### src/vdd_pkg.sv
// Package for the vector dot / distance unit.
// Holds operation codes, item kinds, shared widths, the control struct and the square root status struct.
// Used by every module in src but vdd_queue; depends on nothing else.
`default_nettype none

package vdd_pkg;

  // Default element width (Q8.8) and fixed port widths.
  localparam int unsigned ELEM_BITS_DEF = 16;
  localparam int unsigned IN_W          = 16;
  localparam int unsigned ACC_W         = 44;
  localparam int unsigned ROOT_W        = ACC_W / 2;

  // Operation codes of the op field.
  typedef enum logic [2:0] {
    OP_ADD    = 3'd0,
    OP_SUB    = 3'd1,
    OP_DOT    = 3'd2,
    OP_NORM   = 3'd3,
    OP_DIST   = 3'd4,
    OP_SQDIST = 3'd5
  } op_e;

  // What the back end does with a queued item.
  typedef enum logic [1:0] {
    KIND_ELEM  = 2'd0,
    KIND_TOTAL = 2'd1,
    KIND_ROOT  = 2'd2
  } kind_e;

  // Control part of a queued item.
  typedef struct packed {
    kind_e kind;
    logic  last;
  } ctrl_t;

  // Status of the square root unit.
  typedef struct packed {
    logic busy;
    logic done;
  } sqrt_stat_t;

endpackage

`default_nettype wire

### src/vector_dot_distance_unit.sv
// Vector dot product and Euclidean distance unit.
// Streams element pairs (a, b) in signed Q8.8 on a valid/ready input channel.
// Add and sub return one result per item; dot, norm, distance and squared
// distance accumulate into a saturating 44-bit accumulator and return one
// total on the item marked last (the Q14.8 floor root for norm and distance).
// Results leave on a valid/ready output channel with an is_total flag.
// Throughput: one item per cycle while accumulating. An element result
// passes the queue, the product stage and the output register; a dot or
// squared distance total likewise. A root then passes the one-bit-per-cycle
// square root unit and moves into the output register. The next vector keeps
// accumulating meanwhile, but any later result waits for that root to leave.
// A two-entry queue separates input from the multiplier.
// Reset clears the accumulator, the queue and all valid flags. When the
// receiver stalls, the output holds and the queue fills, then input ready
// drops. Ops 6 and 7 are taken and dropped.
// Depends on vdd_pkg, vdd_front, vdd_queue, vdd_back and vdd_sqrt.
`default_nettype none

module vector_dot_distance_unit #(
  parameter int unsigned ELEM_BITS = vdd_pkg::ELEM_BITS_DEF
) (
  input  wire logic                      clk_i,
  input  wire logic                      rst_ni,
  input  wire logic                      in_valid_i,
  output logic                           in_ready_o,
  input  wire logic [2:0]                op_i,
  input  wire logic [vdd_pkg::IN_W-1:0]  a_element_i,
  input  wire logic [vdd_pkg::IN_W-1:0]  b_element_i,
  input  wire logic                      last_i,
  output logic                           out_valid_o,
  input  wire logic                      out_ready_i,
  output logic [vdd_pkg::ACC_W-1:0]      value_o,
  output logic                           is_total_o
);
  import vdd_pkg::*;

  localparam int unsigned XW = ELEM_BITS + 1;
  localparam int unsigned QW = $bits(ctrl_t) + 2 * XW;

  logic                 push;
  logic                 q_ready;
  logic                 q_valid;
  logic                 q_pop;
  ctrl_t                f_ctrl;
  logic signed [XW-1:0] f_x;
  logic signed [XW-1:0] f_y;
  logic [QW-1:0]        q_in;
  logic [QW-1:0]        q_out;
  ctrl_t                b_ctrl;
  logic signed [XW-1:0] b_x;
  logic signed [XW-1:0] b_y;

  vdd_front #(
    .ELEM_BITS (ELEM_BITS)
  ) u_front (
    .in_valid_i  (in_valid_i),
    .in_ready_o  (in_ready_o),
    .op_i        (op_i),
    .a_element_i (a_element_i),
    .b_element_i (b_element_i),
    .last_i      (last_i),
    .push_o      (push),
    .q_ready_i   (q_ready),
    .ctrl_o      (f_ctrl),
    .x_o         (f_x),
    .y_o         (f_y)
  );

  // Pack and unpack queue entries.
  assign q_in = {f_ctrl, f_x, f_y};
  assign {b_ctrl, b_x, b_y} = q_out;

  vdd_queue #(
    .WIDTH (QW)
  ) u_queue (
    .clk_i       (clk_i),
    .rst_ni      (rst_ni),
    .push_i      (push),
    .push_data_i (q_in),
    .ready_o     (q_ready),
    .valid_o     (q_valid),
    .pop_i       (q_pop),
    .pop_data_o  (q_out)
  );

  vdd_back #(
    .ELEM_BITS (ELEM_BITS)
  ) u_back (
    .clk_i       (clk_i),
    .rst_ni      (rst_ni),
    .q_valid_i   (q_valid),
    .q_pop_o     (q_pop),
    .q_ctrl_i    (b_ctrl),
    .q_x_i       (b_x),
    .q_y_i       (b_y),
    .out_valid_o (out_valid_o),
    .out_ready_i (out_ready_i),
    .value_o     (value_o),
    .is_total_o  (is_total_o)
  );

endmodule

`default_nettype wire

### src/vdd_front.sv
// Front end of the vector dot / distance unit.
// Accepts input items, classifies the op and forms the multiplier operands.
// Depends on vdd_pkg.
`default_nettype none

module vdd_front #(
  parameter int unsigned ELEM_BITS = vdd_pkg::ELEM_BITS_DEF
) (
  input  wire logic                       in_valid_i,
  output logic                            in_ready_o,
  input  wire logic [2:0]                 op_i,
  input  wire logic [vdd_pkg::IN_W-1:0]   a_element_i,
  input  wire logic [vdd_pkg::IN_W-1:0]   b_element_i,
  input  wire logic                       last_i,
  output logic                            push_o,
  input  wire logic                       q_ready_i,
  output vdd_pkg::ctrl_t                  ctrl_o,
  output logic signed [ELEM_BITS:0]       x_o,
  output logic signed [ELEM_BITS:0]       y_o
);
  import vdd_pkg::*;

  localparam int unsigned XW = ELEM_BITS + 1;

  logic signed [ELEM_BITS-1:0] a_s;
  logic signed [ELEM_BITS-1:0] b_s;
  logic signed [XW-1:0]        a_x;
  logic signed [XW-1:0]        b_x;
  logic signed [XW-1:0]        diff;
  logic                        op_ok;

  // Take the low ELEM_BITS bits of each element as two's complement.
  assign a_s  = ELEM_BITS'({{ELEM_BITS{1'b0}}, a_element_i});
  assign b_s  = ELEM_BITS'({{ELEM_BITS{1'b0}}, b_element_i});
  assign a_x  = XW'(a_s);
  assign b_x  = XW'(b_s);
  assign diff = a_x - b_x;

  // The queue being able to take an item is the only thing that stalls input.
  assign in_ready_o = q_ready_i;
  assign push_o     = in_valid_i && op_ok;

  // Classify the op; unused codes are taken and dropped.
  always_comb begin
    op_ok       = 1'b1;
    ctrl_o.kind = KIND_ELEM;
    ctrl_o.last = last_i;
    x_o         = a_x;
    y_o         = b_x;
    case (op_e'(op_i))
      OP_ADD: begin
        x_o = a_x + b_x;
      end
      OP_SUB: begin
        x_o = diff;
      end
      OP_DOT: begin
        ctrl_o.kind = KIND_TOTAL;
      end
      OP_NORM: begin
        ctrl_o.kind = KIND_ROOT;
        y_o         = a_x;
      end
      OP_DIST: begin
        ctrl_o.kind = KIND_ROOT;
        x_o         = diff;
        y_o         = diff;
      end
      OP_SQDIST: begin
        ctrl_o.kind = KIND_TOTAL;
        x_o         = diff;
        y_o         = diff;
      end
      default: begin
        op_ok = 1'b0;
      end
    endcase
  end

endmodule

`default_nettype wire

### src/vdd_queue.sv
// Two-entry queue between the front and back ends.
// Generic payload of WIDTH bits; depends on nothing else.
`default_nettype none

module vdd_queue #(
  parameter int unsigned WIDTH = 8
) (
  input  wire logic             clk_i,
  input  wire logic             rst_ni,
  input  wire logic             push_i,
  input  wire logic [WIDTH-1:0] push_data_i,
  output logic                  ready_o,
  output logic                  valid_o,
  input  wire logic             pop_i,
  output logic [WIDTH-1:0]      pop_data_o
);

  logic [WIDTH-1:0] mem_q [2];
  logic             wr_ptr_q;
  logic             wr_ptr_d;
  logic             rd_ptr_q;
  logic             rd_ptr_d;
  logic [1:0]       cnt_q;
  logic [1:0]       cnt_d;
  logic             do_push;
  logic             do_pop;

  assign ready_o    = (cnt_q != 2'd2);
  assign valid_o    = (cnt_q != 2'd0);
  assign pop_data_o = mem_q[rd_ptr_q];
  assign do_push    = push_i && ready_o;
  assign do_pop     = pop_i && valid_o;

  // Pointer and fill count update.
  always_comb begin
    wr_ptr_d = do_push ? ~wr_ptr_q : wr_ptr_q;
    rd_ptr_d = do_pop ? ~rd_ptr_q : rd_ptr_q;
    cnt_d    = cnt_q;
    if (do_push && !do_pop) begin
      cnt_d = cnt_q + 2'd1;
    end else if (do_pop && !do_push) begin
      cnt_d = cnt_q - 2'd1;
    end
  end

  always_ff @(posedge clk_i or negedge rst_ni) begin
    if (!rst_ni) begin
      wr_ptr_q <= 1'b0;
      rd_ptr_q <= 1'b0;
      cnt_q    <= 2'd0;
    end else begin
      wr_ptr_q <= wr_ptr_d;
      rd_ptr_q <= rd_ptr_d;
      cnt_q    <= cnt_d;
    end
  end

  // Storage needs no reset.
  always_ff @(posedge clk_i) begin
    if (do_push) begin
      mem_q[wr_ptr_q] <= push_data_i;
    end
  end

endmodule

`default_nettype wire

### src/vdd_sqrt.sv
// Iterative floor square root, one result bit per cycle.
// Takes a 44-bit radicand and holds the 22-bit root until acknowledged.
// Depends on vdd_pkg.
`default_nettype none

module vdd_sqrt (
  input  wire logic                        clk_i,
  input  wire logic                        rst_ni,
  input  wire logic                        start_i,
  input  wire logic [vdd_pkg::ACC_W-1:0]   radicand_i,
  input  wire logic                        ack_i,
  output vdd_pkg::sqrt_stat_t              stat_o,
  output logic [vdd_pkg::ROOT_W-1:0]       root_o
);
  import vdd_pkg::*;

  localparam int unsigned CNT_W = $clog2(ROOT_W);

  logic              busy_q;
  logic              busy_d;
  logic              done_q;
  logic              done_d;
  logic [CNT_W-1:0]  cnt_q;
  logic [CNT_W-1:0]  cnt_d;
  logic [ACC_W-1:0]  rad_q;
  logic [ACC_W-1:0]  rad_d;
  logic [ROOT_W:0]   rem_q;
  logic [ROOT_W:0]   rem_d;
  logic [ROOT_W-1:0] root_q;
  logic [ROOT_W-1:0] root_d;
  logic [ROOT_W+2:0] rem_sh;
  logic [ROOT_W+2:0] trial;
  logic [ROOT_W+2:0] rem_sub;
  logic              ge;

  // One digit step: bring down two radicand bits and try the next root bit.
  assign rem_sh  = {rem_q, rad_q[ACC_W-1 -: 2]};
  assign trial   = {1'b0, root_q, 2'b01};
  assign rem_sub = rem_sh - trial;
  assign ge      = (rem_sh >= trial);

  assign stat_o.busy = busy_q || done_q;
  assign stat_o.done = done_q;
  assign root_o      = root_q;

  always_comb begin
    busy_d = busy_q;
    done_d = done_q;
    cnt_d  = cnt_q;
    rad_d  = rad_q;
    rem_d  = rem_q;
    root_d = root_q;
    if (busy_q) begin
      rad_d  = {rad_q[ACC_W-3:0], 2'b00};
      rem_d  = ge ? rem_sub[ROOT_W:0] : rem_sh[ROOT_W:0];
      root_d = {root_q[ROOT_W-2:0], ge};
      cnt_d  = cnt_q + CNT_W'(1);
      if (cnt_q == CNT_W'(ROOT_W - 1)) begin
        busy_d = 1'b0;
        done_d = 1'b1;
      end
    end else if (done_q) begin
      if (ack_i) begin
        done_d = 1'b0;
      end
    end else if (start_i) begin
      busy_d = 1'b1;
      cnt_d  = '0;
      rad_d  = radicand_i;
      rem_d  = '0;
      root_d = '0;
    end
  end

  always_ff @(posedge clk_i or negedge rst_ni) begin
    if (!rst_ni) begin
      busy_q <= 1'b0;
      done_q <= 1'b0;
      cnt_q  <= '0;
    end else begin
      busy_q <= busy_d;
      done_q <= done_d;
      cnt_q  <= cnt_d;
    end
  end

  always_ff @(posedge clk_i) begin
    rad_q  <= rad_d;
    rem_q  <= rem_d;
    root_q <= root_d;
  end

endmodule

`default_nettype wire

### src/vdd_back.sv
// Back end of the vector dot / distance unit.
// Multiplies, accumulates with saturation, starts roots and drives the output.
// Depends on vdd_pkg and vdd_sqrt.
`default_nettype none

module vdd_back #(
  parameter int unsigned ELEM_BITS = vdd_pkg::ELEM_BITS_DEF
) (
  input  wire logic                       clk_i,
  input  wire logic                       rst_ni,
  input  wire logic                       q_valid_i,
  output logic                            q_pop_o,
  input  wire vdd_pkg::ctrl_t             q_ctrl_i,
  input  wire logic signed [ELEM_BITS:0]  q_x_i,
  input  wire logic signed [ELEM_BITS:0]  q_y_i,
  output logic                            out_valid_o,
  input  wire logic                       out_ready_i,
  output logic [vdd_pkg::ACC_W-1:0]       value_o,
  output logic                            is_total_o
);
  import vdd_pkg::*;

  localparam int unsigned XW = ELEM_BITS + 1;
  localparam int unsigned PW = 2 * XW;
  localparam int unsigned SW = ((ACC_W > PW) ? ACC_W : PW) + 1;

  // Product stage.
  logic                 p_valid_q;
  ctrl_t                p_ctrl_q;
  logic signed [XW-1:0] p_x_q;
  logic signed [PW-1:0] p_prod_q;

  // Accumulator and output register.
  logic signed [ACC_W-1:0] acc_q;
  logic signed [ACC_W-1:0] acc_d;
  logic                    out_valid_q;
  logic                    out_valid_d;
  logic [ACC_W-1:0]        value_q;
  logic [ACC_W-1:0]        value_d;
  logic                    is_total_q;
  logic                    is_total_d;

  logic signed [SW-1:0]    sum;
  logic                    ovf;
  logic signed [ACC_W-1:0] sat;
  logic                    out_free;
  logic                    needs_out;
  logic                    p_go;
  logic                    sq_start;
  logic                    sq_ack;
  logic [ACC_W-1:0]        radicand;
  sqrt_stat_t              sq_stat;
  logic [ROOT_W-1:0]       sq_root;

  // Saturating add of the product into the accumulator.
  assign sum = SW'(acc_q) + SW'(p_prod_q);
  assign ovf = (sum[SW-1:ACC_W-1] != {(SW-ACC_W+1){sum[SW-1]}});
  assign sat = ovf ? (sum[SW-1] ? {1'b1, {(ACC_W-1){1'b0}}} : {1'b0, {(ACC_W-1){1'b1}}})
                   : sum[ACC_W-1:0];

  // A result item must wait for any root in flight so results stay in order.
  assign out_free  = !out_valid_q || out_ready_i;
  assign needs_out = (p_ctrl_q.kind == KIND_ELEM) || p_ctrl_q.last;
  assign p_go      = p_valid_q && (!needs_out ||
                     (!sq_stat.busy && ((p_ctrl_q.kind == KIND_ROOT) || out_free)));
  assign q_pop_o   = q_valid_i && (!p_valid_q || p_go);

  assign sq_start = p_go && (p_ctrl_q.kind == KIND_ROOT) && p_ctrl_q.last;
  assign radicand = sat[ACC_W-1] ? '0 : sat;
  assign sq_ack   = sq_stat.done && out_free;

  vdd_sqrt u_sqrt (
    .clk_i      (clk_i),
    .rst_ni     (rst_ni),
    .start_i    (sq_start),
    .radicand_i (radicand),
    .ack_i      (sq_ack),
    .stat_o     (sq_stat),
    .root_o     (sq_root)
  );

  // Accumulator and output register next values.
  always_comb begin
    acc_d       = acc_q;
    out_valid_d = out_valid_q && !out_ready_i;
    value_d     = value_q;
    is_total_d  = is_total_q;
    if (p_go && (p_ctrl_q.kind != KIND_ELEM)) begin
      acc_d = p_ctrl_q.last ? '0 : sat;
    end
    if (sq_ack) begin
      out_valid_d = 1'b1;
      value_d     = ACC_W'(sq_root);
      is_total_d  = 1'b1;
    end else if (p_go && (p_ctrl_q.kind == KIND_ELEM)) begin
      out_valid_d = 1'b1;
      value_d     = ACC_W'(p_x_q);
      is_total_d  = 1'b0;
    end else if (p_go && (p_ctrl_q.kind == KIND_TOTAL) && p_ctrl_q.last) begin
      out_valid_d = 1'b1;
      value_d     = sat;
      is_total_d  = 1'b1;
    end
  end

  always_ff @(posedge clk_i or negedge rst_ni) begin
    if (!rst_ni) begin
      p_valid_q   <= 1'b0;
      acc_q       <= '0;
      out_valid_q <= 1'b0;
    end else begin
      if (q_pop_o) begin
        p_valid_q <= 1'b1;
      end else if (p_go) begin
        p_valid_q <= 1'b0;
      end
      acc_q       <= acc_d;
      out_valid_q <= out_valid_d;
    end
  end

  // Multiply stage and output payload.
  always_ff @(posedge clk_i) begin
    if (q_pop_o) begin
      p_ctrl_q <= q_ctrl_i;
      p_x_q    <= q_x_i;
      p_prod_q <= PW'(q_x_i) * PW'(q_y_i);
    end
    value_q    <= value_d;
    is_total_q <= is_total_d;
  end

  assign out_valid_o = out_valid_q;
  assign value_o     = value_q;
  assign is_total_o  = is_total_q;

endmodule

`default_nettype wire

### config.mk
export PLATFORM = sky130hd
export DESIGN_NAME = vector_dot_distance_unit
export DESIGN_NICKNAME = d
export VERILOG_FILES = /design/src/vdd_pkg.sv /design/src/vector_dot_distance_unit.sv /design/src/vdd_front.sv /design/src/vdd_queue.sv /design/src/vdd_sqrt.sv /design/src/vdd_back.sv
export SDC_FILE = /design/constraint.sdc
export NUM_CORES = 2
export LEC_CHECK = 0
export ABC_CLOCK_PERIOD_IN_PS = 17700
export BUFFER_PORTS_ARGS = -buffer_cell sky130_fd_sc_hd__clkbuf_2
export CAP_MARGIN = 20
export CORE_MARGIN = 4
export CORE_UTILIZATION = 35
export DETAILED_ROUTE_END_ITERATION = 10
export PLACE_DENSITY_LB_ADDON = 0.15
export SLEW_MARGIN = 20
export SYNTH_ARGS = -nofsm -noshare
export SYNTH_HDL_FRONTEND = slang
export SYNTH_SLANG_ARGS = --single-unit
### constraint.sdc
create_clock -name clk_i -period 17.7 [get_ports clk_i]
set_input_delay 3.54 -clock clk_i [delete_from_list [all_inputs] [get_ports clk_i]]
set_output_delay 3.54 -clock clk_i [all_outputs]
set_load 0.01 [all_outputs]
==> qor.yml <==
critical_path:
  crit_top_cell: "fa_1"
  crit_path_start_kind: "flop"
  crit_slowest_cell: "fa_1"
  cp-end-kind: "flop"
  crit_chain: "buf_4 > mux2i_1 > inv_1 > nand2_1 > inv_1 > fa_1 > fa_1 > fa_1 > fa_1 > fa_1 > inv_1 > fa_1 > inv_1 > ha_1 > and3_1 > nand4_1 > or3_1 > o311a_1 > a21boi_0 > o21ai_0 > nand4b_1 > a41oi_1 > o21ai_0 > xnor2_1"
  arrival_ps: 9200
  max_stage_delay_ps: 890
  critPathRequiredTime_ps: 18020
  crit_type: "reg -> reg"
  crit_fanout: 25
  rrSetupSlack_ps: 8820
placed_design:
  gp_congestion: 0.903
  hpwl_mm: 66.7
  portBuffers: 86
synth:
  netlist_top_cells_count: "inv_1, nand2_1, nor2_1"
  yosysTopAreaCellShare_pct: 24.7
  yosys-mux-area-fraction_pct: 2.16
  yosysMostFrequentCell: "inv_1"
  synth.distinct_cells: 88
  async_reset_ff_share_pct: 17.9
  synth.area.top_cells: "edfxtp_1, fa_1, ha_1"
  syn_avg_cell_area_um2: 9.56
  ys.flop_type: "edfxtp_1"
  synthSimpleGateAreaFrac_pct: 13.1
  ys_seq_elements: 319
  synth_compound_area_share_pct: 13.5
  synth_fa_ha_area_share_pct: 28.9
  yosysWarnings: 0
  syn_inst: 3015
  synth_area_um2: 28800
  netlist.top_cell.by_area: "edfxtp_1"
  synth_top_family_by_area: "adder cells"
  seq_area_frac_synth_pct: 31.4
  synth_nets: 3542
  synth-xor-area-share_pct: 3.68
  synth_edf_count: 237
clock_tree:
  clock_latency_ps: 590
  cts_tree: "done"
  clk_pin_slew_ps: 60
  cts_resized: 0
  cts_setup_buffers: 0
  clockBufferDepth: 3
  h-tree-depth: 2
  clock_sinks: 319
  cts_root_buffer: "clkbuf_16"
  cts_hold_buf: 0
  cts_buffers: 40
timing:
  hold_violations: 0
  max-slew-margin-rel_pct: 24.3
  tns_ps: 0
  period_share_pct: 50.2
  slew_violations: 0
  min_period_ps: 8880
  worst_pin_slew_ps: 1100
  rsz0062_at_grt: "no"
  finalSetupViolCount: 0
  fmax_mhz: 113
  clock_skew_ps: 26.2
drt:
  vias: 21700
  wl_per_cell_um: 20.5
  drt_wl_total_mm: 85.2
  drc: 0
  drt_iter0_markers: 1487
  first_pass_iters: 5
  drtAntennaViolNets: 0
  routed_via_density: 5.22
floorplan:
  die_h_um: 295
  fp.dieW_um: 295
  fp.dieArea_um2: 87000
  start_util_pct: 35.6
  pin_count: 87
  coreArea_um2: 81100
  num_rows: 104
global_route:
  grt_max_degree: 88
  grt_pass1_vias: 22900
  grt_pass1_wl_mm: 134
  grt-ovfl-total: 0
  grt_usage_pct: 19.8
  antenna_found_initial: 2
hold_path:
  hp-class: "reg -> reg"
cells_and_area:
  drive_above_1_share_pct: 8.01
  n_fill_cell: 8155
  antenna_cells: 0
  syn_to_final_growth_pct: 10.4
  nNetsFinal: 3593
run:
  maxCapViolCount: 0
status:
  status: "complete, no violations"
==> critical path: cells and delay by family, from the launching register on <==
family                   cells  cell delay (ps)
AND/OR/NAND/NOR              5             1140
buffers and inverters        5             1040
AO/OA/AOI/OAI                5              850
adder cells (fa/ha/maj)      7             3920
flip-flops                   1              790
multiplexers                 1              740
XOR/XNOR                     1              100
==> stage by stage <==
step / cell area [µm²] / instances / setup slack [ps] / hold WS, ps / utilization [%]
2_1_floorplan: 28800 / 3015 / 9800 / 442 / -
3_3_place_gp: 30400 / 4081 / 8980 / 462 / 37.5
3_5_place_dp: 30400 / 4081 / 8850 / 458 / 37.5
4_1_cts: 31800 / 4155 / 8850 / 480 / 39.2
5_1_grt: 31800 / 4158 / 8280 / 508 / 39.3
6_report: 31800 / 4158 / 8820 / 481 / 39.3
==> cell type report <==
type | count | area, µm² | share of cell area [%]
multi-input combinational | 2151 | 17700 | 55.7
clock inverter | 20 | 288 | 0.904
sequential | 319 | 9040 | 28.4
inverter | 436 | 1640 | 5.15
timing repair buffer | 118 | 709 | 2.23
tap | 1060 | 1330 | 4.17
clock buffer | 54 | 1090 | 3.44
==> kinds of logic after synthesis <==
kind of cell,count (synthesis)
AND/OR/NAND/NOR,868
multiplexers,60
AO/OA/AOI/OAI,615
XOR/XNOR,121
buffers and inverters,545
adder cells (fa/ha/maj),487
flip-flops,319
==> layout by cell type (no fill, tap or decap), types with 21 or more instances in the layout <==
cell type | synthesis | final
o21ai_0 | 190 | 189
nand2b_1 | 25 | 25
nor3_1 | 25 | 25
xnor2_1 | 89 | 89
nor2_1 | 325 | 324
a22o_1 | 21 | 21
a21o_1 | 42 | 42
nand2_1 | 334 | 334
buf_4 | 2 | 28
a21oi_1 | 155 | 154
inv_1 | 426 | 425
dfrtp_1 | 57 | 56
dfxtp_1 | 25 | 25
clkbuf_2 | 0 | 85
xor2_1 | 32 | 32
fa_1 | 299 | 299
nand3_1 | 45 | 45
edfxtp_1 | 237 | 237
mux2i_1 | 43 | 39
clkbuf_16 | 0 | 40
ha_1 | 188 | 188
==> worst paths after layout <==
path,end,from,cells past startpoint
worst max-delay path,u_back.p_prod_q[33]$_DFFE_PP_,u_queue.rd_ptr_q$_DFFE_PN0P_,24
worst min-delay path,u_back.value_o[33]$_SDFFE_PP0P_,u_back.value_o[33]$_SDFFE_PP0P_,2
worst max register to register,u_back.p_prod_q[33]$_DFFE_PP_,u_queue.rd_ptr_q$_DFFE_PN0P_,24
worst min register to register,u_back.value_o[33]$_SDFFE_PP0P_,u_back.value_o[33]$_SDFFE_PP0P_,2
max in group asynchronous,u_queue.rd_ptr_q$_DFFE_PN0P_,rst_ni,2
min in group asynchronous,u_back.acc_q[7]$_DFFE_PN0P_,rst_ni,1
==> per-layer routing <==
layer	vias to the layer above	share of wire (%)	global-route usage (%)
met5	-	0.019	0
met4	2	2.5	5.30
met3	120	4.6	2.32
met2	601	48	34.1
met1	10800	45	26.5
li1	10200	-	-
==> flip-flops by register name, indices dropped and copies added (netlist names) <==
| register | count |
|---|---|
| u_queue.mem_q | 74 |
| u_back.acc_q | 44 |
| u_back.u_sqrt.rad_q | 44 |
| u_back.value_o | 44 |
| u_back.p_prod_q | 34 |
| u_back.u_sqrt.rem_q | 23 |
| u_back.u_sqrt.root_o | 22 |
| u_back.p_x_q | 17 |
| u_back.u_sqrt.cnt_q | 5 |
| u_back.p_ctrl_q | 3 |
| u_queue.cnt_q | 2 |
| u_back.is_total_o | 1 |
| u_back.out_valid_o | 1 |
| u_back.p_valid_q | 1 |
| u_back.u_sqrt.busy_q | 1 |
| u_back.u_sqrt.done_q | 1 |
| u_queue.rd_ptr_q | 1 |
| u_queue.wr_ptr_q | 1 |
Power is not shown: default switching activity piles up to over one toggle a cycle in this logic, so the estimate is an artifact.
